--- config.mk ---
export PLATFORM = sky130hd
export DESIGN_NAME = cfrq_rx_track
export DESIGN_NICKNAME = d
export VERILOG_FILES = /design/src/rtl/cfrq_pkg.sv /design/src/rtl/cfrq_rx_track.sv
export SDC_FILE = /design/constraint.sdc
export NUM_CORES = 1
export LEC_CHECK = 0
export BUFFER_PORTS_ARGS = -buffer_cell sky130_fd_sc_hd__buf_2
export CAP_MARGIN = 0
export CORE_MARGIN = 5
export CORE_UTILIZATION = 40
export CTS_CLUSTER_DIAMETER = 30
export DETAILED_ROUTE_END_ITERATION = 6
export PLACE_DENSITY = 0.66
export RECOVER_POWER = 50
export SYNTH_ARGS = -nofsm -noshare
export SYNTH_HDL_FRONTEND = slang
export SYNTH_SLANG_ARGS = --single-unit
--- constraint.sdc ---
create_clock -name clock -period 4.35 [get_ports clock]
set_clock_uncertainty 0.05 [all_clocks]
set_input_delay 0.435 -clock clock [delete_from_list [all_inputs] [get_ports clock]]
set_output_delay 0.435 -clock clock [all_outputs]
set_load 0.02 [all_outputs]
--- src/rtl/cfrq_pkg.sv ---
`timescale 1ns / 1ps
`default_nettype none
package cfrq_pkg;

   localparam int BEATS_PER_FRAME = 8;
   localparam int BEAT_W          = 3;
   localparam int ID_W            = 29;
   localparam int CODE_W          = 4;
   localparam int WORD_W          = 64;
   localparam int COUNT_W         = 32;
   localparam int BYTES_W         = 7;
   localparam int FILL_W          = 4;
   localparam int SEQ_W           = 8;
   localparam int HDR_W           = 34;

   localparam logic [ID_W-1:0]   TRACKED_RESET = 29'h111;
   localparam logic [BEAT_W-1:0] FIRST_BEAT    = 3'd0;
   localparam logic [BEAT_W-1:0] LAST_BEAT     = 3'd7;
   localparam logic [CODE_W-1:0] CODE_64_BYTES = 4'd15;

   typedef enum logic {
      OP_PUSH = 1'b0,
      OP_POP  = 1'b1
   } op_type;

   typedef enum logic [1:0] {
      KIND_PUSH_OK   = 2'd0,
      KIND_PUSH_DROP = 2'd1,
      KIND_POP_DATA  = 2'd2,
      KIND_POP_EMPTY = 2'd3
   } kind_type;

   typedef enum logic [1:0] {
      ST_IDLE      = 2'd0,
      ST_POP_FETCH = 2'd1,
      ST_POP_SEND  = 2'd2
   } state_type;

   typedef struct packed {
      op_type              operation;
      logic [BEAT_W-1:0]   beat_index;
      logic [ID_W-1:0]     frame_identifier;
      logic                extended_flag;
      logic [CODE_W-1:0]   length_code;
      logic [WORD_W-1:0]   payload_word;
   } req_item_type;

   typedef struct packed {
      kind_type            result_kind;
      logic [WORD_W-1:0]   payload_beat;
      logic [ID_W-1:0]     head_identifier;
      logic                head_extended;
      logic [CODE_W-1:0]   head_length_code;
      logic                last_of_run;
      logic [COUNT_W-1:0]  frames_seen;
      logic [COUNT_W-1:0]  frames_dropped;
      logic [COUNT_W-1:0]  sequence_gaps;
      logic [BYTES_W-1:0]  last_byte_count;
      logic [FILL_W-1:0]   fill_level;
   } rsp_item_type;

   // stored header, code in the top bits
   typedef struct packed {
      logic [CODE_W-1:0]   length_code;
      logic                extended;
      logic [ID_W-1:0]     identifier;
   } header_type;

   typedef struct packed {
      logic [COUNT_W-1:0]  seen;
      logic [COUNT_W-1:0]  dropped;
      logic [COUNT_W-1:0]  gaps;
      logic [BYTES_W-1:0]  last_bytes;
   } stats_type;

   function automatic logic [BYTES_W-1:0] dlc_to_bytes(input logic [CODE_W-1:0] code);
      logic [BYTES_W-1:0] bytes;
      begin
         case (code)
            4'd9:    bytes = 7'd12;
            4'd10:   bytes = 7'd16;
            4'd11:   bytes = 7'd20;
            4'd12:   bytes = 7'd24;
            4'd13:   bytes = 7'd32;
            4'd14:   bytes = 7'd48;
            4'd15:   bytes = 7'd64;
            default: bytes = {3'd0, code};
         endcase
         return bytes;
      end
   endfunction

endpackage
`default_nettype wire

--- src/rtl/cfrq_rx_track.sv ---
`timescale 1ns / 1ps
`default_nettype none
module cfrq_rx_track
   import cfrq_pkg::*;
(
   input  wire logic              clock,
   input  wire logic              reset,
   input  wire logic              csr_write_enable,
   input  wire logic [ID_W-1:0]   csr_write_data,
   input  wire logic              beat_valid,
   input  wire req_item_type      beat,
   input  wire logic              drop,
   output stats_type              stats_next
);

   logic [ID_W-1:0]  tracked_ff;
   stats_type        stats_ff;
   stats_type        stats_in;
   logic [SEQ_W-1:0] expected_ff;
   logic [SEQ_W-1:0] expected_in;
   logic             started_ff;
   logic             started_in;
   logic             seq_hit;
   logic [SEQ_W-1:0] seq;
   logic [SEQ_W-1:0] gap;

   assign seq = beat.payload_word[SEQ_W-1:0];
   assign gap = seq - expected_ff;
   assign seq_hit = beat_valid && beat.beat_index == FIRST_BEAT
                 && beat.frame_identifier == tracked_ff
                 && beat.length_code == CODE_64_BYTES;

   always_comb begin
      stats_in    = stats_ff;
      expected_in = expected_ff;
      started_in  = started_ff;
      if (seq_hit) begin
         // first tracked frame only primes the expected number
         if (started_ff) begin
            stats_in.gaps = stats_ff.gaps + COUNT_W'(gap);
         end
         expected_in = seq + 1'b1;
         started_in  = 1'b1;
      end
      if (beat_valid && beat.beat_index == LAST_BEAT) begin
         stats_in.seen       = stats_ff.seen + 1'b1;
         stats_in.last_bytes = dlc_to_bytes(beat.length_code);
         if (drop) begin
            stats_in.dropped = stats_ff.dropped + 1'b1;
         end
      end
   end

   assign stats_next = stats_in;

   always_ff @(posedge clock) begin
      if (reset) begin
         tracked_ff  <= TRACKED_RESET;
         stats_ff    <= '0;
         expected_ff <= '0;
         started_ff  <= 1'b0;
      end else begin
         if (csr_write_enable) begin
            tracked_ff <= csr_write_data;
         end
         stats_ff    <= stats_in;
         expected_ff <= expected_in;
         started_ff  <= started_in;
      end
   end

endmodule
`default_nettype wire

==> flow_summary.json, run 1 <==
{
  "failing_checks": "max-capacitance violations, max-slew violations",
  "timing.final.max_slew_violations": 178,
  "cp_cell_sequence": "inv_2, ha_1, nor2b_1, o21ai_2, a21boi_2, o21ai_1, nor2b_2, xnor2_1, ha_1, nand3_2, o221ai_2, buf_4, o2111ai_4, buf_4, nor4_4, xor2_1, buf_4",
  "cts_hold_repair.buffers": 0,
  "post-route-period-util": 0.945,
  "ios": 239,
  "timing.final.crit_period_ps": 4110,
  "reg2reg_slack_ps": 880,
  "finalSetupViolCount": 0,
  "vias_post_dr": 6093,
  "worst_path_dominant_cell_family": "compound AO/OA/AOI/OAI gates",
  "end_kind": "output port",
  "total_switching_power_mw": 0.723,
  "via_per_inst": 4.85,
  "io_buffer_count": 180,
  "timing_worst_setup_path_type": "reg -> out",
  "average_routed_wire_per_standard_cell_um": 14.3,
  "timing.critical_path.required_ps": 3870,
  "cts_inserted_buffers": 17,
  "power_report.internal_total_mw": 2.33,
  "synth-seq-cells": 141,
  "synthesis.yosys.warnings": 0,
  "clock_root_buffer": "sky130_fd_sc_hd__clkbuf_16",
  "layout.nets": 1169,
  "grt_util_all_layers": 0.167,
  "ctsLongestPathBuffers": 2,
  "crit_top_cell": "sky130_fd_sc_hd__buf_4",
  "syn-cell-area_sq_mm": 0.00730,
  "drc": 0,
  "insertion_delay_ps": 410,
  "post_synth_inst_count": 822,
  "power.density_cell_area_mw_per_mm2": 328,
  "grt_max_degree": 99,
  "routed_wl_mm": 18.0,
  "netSwitchingFraction": 0.237,
  "main_flop_type_after_synthesis": "sky130_fd_sc_hd__dfxtp_1",
  "mappedNetlistNets": 978,
  "finalWorstSetupSlack_ps": 241,
  "crit-reg2reg-launch": "expected_ff[0]$_SDFFE_PP0P_",
  "setup_tns_ps": 0,
  "antenna_violating_nets_post_route": 0,
  "worst-path-stages": 17,
  "fmax_mhz": 243,
  "max_cap_viol_count": 3,
  "crit_path_max_fanout": 4,
  "peakVddDrop_mv": 0.253,
  "cp.buffers_inverters": 4,
  "placement_rows": 49,
  "hp_class": "in -> reg",
  "clk_pin_slew_worst_paths_ps": 60,
  "r2r_cells": 17,
  "gp_congestion": 0.834,
  "die_w_um": 145,
  "worstReg2RegEnd": "stats_ff[36]$_SDFF_PP0_",
  "synth-async-reset-ratio": 0,
  "cts_tree": "built",
  "core_region_area_sq_mm": 0.0180,
  "syn_to_final_growth_pct": 27.7,
  "starting_density_of_the_core": 0.406,
  "relSlewSlack": -0.392,
  "synth.distinct_cells": 44,
  "worst_slew_pin_slew_ps": 2090,
  "globalRoute.totalOverflow": 0,
  "cpMaxStageDelayCell": "sky130_fd_sc_hd__ha_1",
  "dp_hpwl_mm": 13.3,
  "dieArea_sq_mm": 0.0211,
  "die-height_um": 145,
  "drive_above_1_share": 0.257,
  "critical_path.endpoint": "stats_next[29]",
  "critical_path.startpoint": "expected_ff[1]$_SDFFE_PP0P_",
  "critical_path_arrival_ps": 3620,
  "antenna_found_initial": 0,
  "drt_first_iter_violations": 195,
  "cpPeakStageDelay_ps": 360,
  "firstDrtPassIters": 4,
  "static-leakage-power_nw": 4.35,
  "via_count_of_the_first_global_routing_pass": 6088,
  "pwr-share-clk": 0.503,
  "sequentialPowerShare": 0.433,
  "clk_sinks": 141,
  "grt_first_pass_wirelength_mm": 29.6,
  "final-hold-violation-count": 0,
  "comb_power_share": 0.065,
  "antenna_cells": 0,
  "startpoint_type": "flip-flop",
  "synth.yosys.seq_area_share": 0.387,
  "synth_enable_flop_cells": 0,
  "dpl_worst_slack_ps": 88.0,
  "cts.htree.levels": 4,
  "status": "finished with violations",
  "post_synth.cell_area_avg_sq_um": 8.88
}
-- per-layer routing --
layer | vias to the layer above | GRT usage | wire length (um)
li1 | 3153 | - | -
met1 | 2783 | 0.204 | 7830
met2 | 145 | 0.275 | 8600
met3 | 12 | 0.0680 | 1360
met4 | 0 | 0.0424 | 178
met5 | - | 0 | 0
-- layout by cell type, fill, tap and decap left out, types with 3 or more instances in the layout --
cell type	synthesis	layout
sky130_fd_sc_hd__mux2i_1	26	26
sky130_fd_sc_hd__and4_1	9	9
sky130_fd_sc_hd__nor3_1	13	12
sky130_fd_sc_hd__xnor2_2	0	3
sky130_fd_sc_hd__clkbuf_16	0	17
sky130_fd_sc_hd__o31ai_1	4	4
sky130_fd_sc_hd__and2_1	5	5
sky130_fd_sc_hd__dfxtp_1	141	140
sky130_fd_sc_hd__or3_1	4	4
sky130_fd_sc_hd__bufinv_16	0	3
sky130_fd_sc_hd__a21oi_2	0	3
sky130_fd_sc_hd__nor4_4	0	4
sky130_fd_sc_hd__clkbuf_1	23	25
sky130_fd_sc_hd__nand3b_1	4	4
sky130_fd_sc_hd__xor2_1	70	69
sky130_fd_sc_hd__xnor2_1	62	58
sky130_fd_sc_hd__ha_1	18	18
sky130_fd_sc_hd__and3_1	20	20
sky130_fd_sc_hd__mux2_2	22	21
sky130_fd_sc_hd__buf_4	0	27
sky130_fd_sc_hd__nor2b_1	104	103
sky130_fd_sc_hd__nand3_1	32	30
sky130_fd_sc_hd__o21ai_0	9	6
sky130_fd_sc_hd__nor2_1	67	67
sky130_fd_sc_hd__a21oi_1	22	19
sky130_fd_sc_hd__a211o_1	3	3
sky130_fd_sc_hd__a21o_1	3	3
sky130_fd_sc_hd__buf_2	0	150
sky130_fd_sc_hd__nand4_1	26	27
sky130_fd_sc_hd__nand2_1	64	63
sky130_fd_sc_hd__nor4_1	18	12
sky130_fd_sc_hd__clkinvlp_4	0	3
sky130_fd_sc_hd__inv_6	0	5
sky130_fd_sc_hd__or2_2	3	3
sky130_fd_sc_hd__inv_1	23	21
sky130_fd_sc_hd__nor4_2	1	3
-- area by class of cell --
type                    count  area (sq um)
inverters                  23          86.3
clock inverters            13           176
fillers                  1686          8640
well taps                 229           287
clock buffers              19           443
repair buffers            203          1060
flip-flops and latches    141          2820
multi-input cells         627          4450
-- cell families after synthesis --
group	Yosys count	synth area share
AND/OR/NAND/NOR	376	0.277
flip-flops	141	0.387
XOR/XNOR	132	0.158
buffers and inverters	54	0.0288
AO/OA/AOI/OAI	50	0.0416
multiplexers	49	0.0716
adder cells (fa/ha/maj)	20	0.0363
-- Yosys cell counts, types with 23 or more instances --
| cell type | number | area share |
|---|---|---|
| sky130_fd_sc_hd__nor2b_1 | 104 | 0.089 |
| sky130_fd_sc_hd__xor2_1 | 70 | 0.084 |
| sky130_fd_sc_hd__dfxtp_1 | 141 | 0.39 |
| sky130_fd_sc_hd__nand2_1 | 64 | 0.033 |
| sky130_fd_sc_hd__mux2i_1 | 26 | 0.036 |
| sky130_fd_sc_hd__xnor2_1 | 62 | 0.074 |
| sky130_fd_sc_hd__clkbuf_1 | 23 | 0.012 |
| sky130_fd_sc_hd__inv_1 | 23 | 0.012 |
| sky130_fd_sc_hd__nand4_1 | 26 | 0.022 |
| sky130_fd_sc_hd__nand3_1 | 32 | 0.022 |
| sky130_fd_sc_hd__nor2_1 | 67 | 0.034 |
-- registers in the layout, indices dropped and copies added (netlist names) --
register	flops
stats_ff	103
started_ff	1
expected_ff	8
tracked_ff	29
-- per-stage QoR --
stage	cells	hold WS [ps]	utilization	power, mW	cell area, sq um
floorplan	822	382	-	1.47	7300
global placement	1218	390	0.473	1.54	8500
detailed placement	1218	398	0.473	1.54	8500
CTS	1250	154	0.510	3.09	9160
global route	1255	153	0.519	3.18	9330
finish	1255	176	0.519	3.05	9330
-- power groups by stage --
stage | registers [mW] | logic (mW) | clock network, mW
floorplan | 1.35 | 0.121 | 0
global placement | 1.35 | 0.190 | 0
detailed placement | 1.35 | 0.193 | 0
CTS | 1.32 | 0.195 | 1.57
global route | 1.32 | 0.223 | 1.64
finish | 1.32 | 0.198 | 1.54
-- worst min path at each step --
stage,start,slack [ps],endpoint,cells past startpoint
global route,csr_write_data[0],150,tracked_ff[0]$_SDFFE_PP1P_,2
global placement,expected_ff[6]$_SDFFE_PP0P_,390,expected_ff[6]$_SDFFE_PP0P_,2
finish,csr_write_data[0],180,tracked_ff[0]$_SDFFE_PP1P_,2
floorplan,expected_ff[1]$_SDFFE_PP0P_,380,expected_ff[1]$_SDFFE_PP0P_,2
detailed placement,expected_ff[4]$_SDFFE_PP0P_,400,expected_ff[4]$_SDFFE_PP0P_,2
CTS,csr_write_data[0],150,tracked_ff[0]$_SDFFE_PP1P_,2
-- repair_timing --
item	4_1_cts	5_1_grt
hold endpoints to repair	0	0
resized for setup	8	38
pin swaps	1	15
cloned	0	0
setup endpoints to repair	10	23
buffers inserted	0	5
No activity file was read; power rests on OpenSTA's default activity.
==> run 2, diff against run 1 <==
Settings changed: RECOVER_POWER 50 to 100.
==> run 2 against run 1 <==
Compared with the run above: the run still ends with max-capacitance violations, max-slew violations left; clock power barely moved; critical path depth stayed put; core utilization down 0.35 points; non-clock buffer count stayed put; register-to-register slack hardly changed; final area decreased by 0.67%.
==> flow_summary.json, run 2 (synthesis gave the netlist of run 1 again) <==
{
  "status": "finished with violations",
  "failing_checks": "max-capacitance violations, max-slew violations",
  "most_used_cells_in_the_layout_excluding_fill_and_tap_cells": "sky130_fd_sc_hd__dfxtp_1 (140), sky130_fd_sc_hd__buf_2 (108), sky130_fd_sc_hd__nor2b_1 (103)",
  "end_kind": "output port",
  "crit-reg2reg-launch": "expected_ff[0]$_SDFFE_PP0P_",
  "dpl_worst_slack_ps": 88.0,
  "total_switching_power_mw": 0.722,
  "sequentialPowerShare": 0.433,
  "finish.cell_count_without_fillers": 1255,
  "timing_worst_setup_path_type": "reg -> out",
  "die-height_um": 145,
  "layout_commonest_cell": "sky130_fd_sc_hd__dfxtp_1",
  "antenna_found_initial": 0,
  "timing.final.crit_period_ps": 4120,
  "antenna_violating_nets_post_route": 0,
  "timing.final.max_slew_violations": 178,
  "via_per_inst": 4.86,
  "finalSetupViolCount": 0,
  "dieArea_sq_mm": 0.0211,
  "firstDrtPassIters": 6,
  "cts_inserted_buffers": 17,
  "post-route-period-util": 0.947,
  "min_from": "csr_write_data[0]",
  "timing.critical_path.required_ps": 3870,
  "crit_path_max_fanout": 4,
  "startpoint_type": "flip-flop",
  "critical_path_arrival_ps": 3630,
  "critical_path.startpoint": "expected_ff[1]$_SDFFE_PP0P_",
  "max_cap_viol_count": 3,
  "final_area_sq_mm": 0.00926,
  "finalWorstSetupSlack_ps": 231,
  "clk_sinks": 141,
  "clk_pin_slew_worst_paths_ps": 60,
  "relSlewSlack": -0.388,
  "antenna_cells": 0,
  "setup_tns_ps": 0,
  "final-hold-violation-count": 0,
  "static-leakage-power_nw": 4.16,
  "cts.htree.levels": 4,
  "top_register": "stats_ff",
  "cts_tree": "built",
  "netSwitchingFraction": 0.236,
  "largest_reg_flops": 103,
  "placement_rows": 49,
  "crit_top_cell": "sky130_fd_sc_hd__buf_4",
  "layout.nets": 1169,
  "core_region_area_sq_mm": 0.0180,
  "hold_ws_ps": 177,
  "drc": 0,
  "clock_root_buffer": "sky130_fd_sc_hd__clkbuf_16",
  "power_report.internal_total_mw": 2.33,
  "fmax_mhz": 243,
  "comb_power_share": 0.065,
  "worst_slew_pin_slew_ps": 2080,
  "power.density_cell_area_mw_per_mm2": 330,
  "ios": 239,
  "dp_hpwl_mm": 13.3,
  "insertion_delay_ps": 410,
  "fill_cells": 1713,
  "die_w_um": 145,
  "cts_hold_repair.buffers": 0,
  "placed_cells": 1218,
  "cp_cell_sequence": "inv_2, ha_1, nor2b_1, o21ai_2, a21boi_2, o21ai_1, nor2b_2, xnor2_1, ha_1, nand3_2, o221ai_2, buf_4, o2111ai_4, buf_4, nor4_4, xor2_1, buf_4",
  "average_routed_wire_per_standard_cell_um": 14.3,
  "drt_first_iter_violations": 210,
  "cpMaxStageDelayCell": "sky130_fd_sc_hd__ha_1",
  "standard_cell_area_after_detailed_placement_sq_mm": 0.00850,
  "starting_density_of_the_core": 0.406,
  "grt_first_pass_wirelength_mm": 29.6,
  "globalRoute.totalOverflow": 0,
  "pwr-share-clk": 0.503,
  "drive_above_1_share": 0.213,
  "syn_to_final_growth_pct": 26.9,
  "gp_congestion": 0.834,
  "ctsLongestPathBuffers": 2,
  "routed_wl_mm": 18.0,
  "cpPeakStageDelay_ps": 360,
  "grt_util_all_layers": 0.167,
  "report.power.total_mw": 3.05,
  "biggestRegsByFlops": "stats_ff: 103 flops, tracked_ff: 29 flops, expected_ff: 8 flops",
  "grt_max_degree": 99,
  "finish.utilization": 0.516,
  "io_buffer_count": 180,
  "hp_class": "in -> reg",
  "peakVddDrop_mv": 0.252,
  "vias_post_dr": 6100,
  "via_count_of_the_first_global_routing_pass": 6088
}
run 2: cell count changes in the layout (fill, tap and decap cells not counted), sizes merged:
cell,delta
buf,-43
clkbuf,+43
run 2: routing by layer:
metal / share of wire / global-route usage / wire (um) / up-vias
li1: - / - / - / 3150
met1: 0.44 / 0.204 / 7850 / 2779
met2: 0.48 / 0.275 / 8580 / 157
met3: 0.077 / 0.0680 / 1390 / 14
met4: 0.011 / 0.0424 / 193 / 0
met5: 0 / 0 / 0 / -
run 2: path summary, 6_finish.rpt:
path,end,slack [ps],cells after the start
setup / recovery,stats_next[29],230,17
hold / removal,tracked_ff[0]$_SDFFE_PP1P_,180,2
setup reg to reg,stats_ff[36]$_SDFF_PP0_,890,17
hold reg to reg,expected_ff[4]$_SDFFE_PP0P_,400,2
run 2: final cells by class:
type / count / area (sq um) / share of cell area
clock buffer: 19 / 443 / 0.0478
clock inverter: 13 / 176 / 0.0190
inverter: 23 / 86.3 / 0.00932
multi-input combinational: 627 / 4440 / 0.480
sequential: 141 / 2820 / 0.305
tap: 229 / 287 / 0.0309
timing repair buffer: 203 / 1000 / 0.108
run 2: worst max-delay path: cells and delay by family, from the launching register on:
| family | cells | cell delay (ps) |
|---|---|---|
| flip-flops | 1 | 330 |
| buffers and inverters | 4 | 610 |
| XOR/XNOR | 2 | 300 |
| AO/OA/AOI/OAI | 5 | 710 |
| AND/OR/NAND/NOR | 4 | 650 |
| adder cells (fa/ha/maj) | 2 | 620 |
run 2: timing repair:
action | 4_1_cts | 5_1_grt
resized for setup | 8 | 38
hold endpoints to repair | 0 | 0
pin swaps | 1 | 15
buffers inserted | 0 | 5
endpoints found under the setup margin | 10 | 23
run 2: power groups by stage:
| stage | Combinational (mW) | Clock (mW) | Sequential (mW) |
|---|---|---|---|
| floorplan | 0.121 | 0 | 1.35 |
| global route | 0.222 | 1.64 | 1.32 |
| detailed placement | 0.193 | 0 | 1.35 |
| CTS | 0.195 | 1.57 | 1.32 |
| global placement | 0.190 | 0 | 1.35 |
| finish | 0.198 | 1.53 | 1.32 |
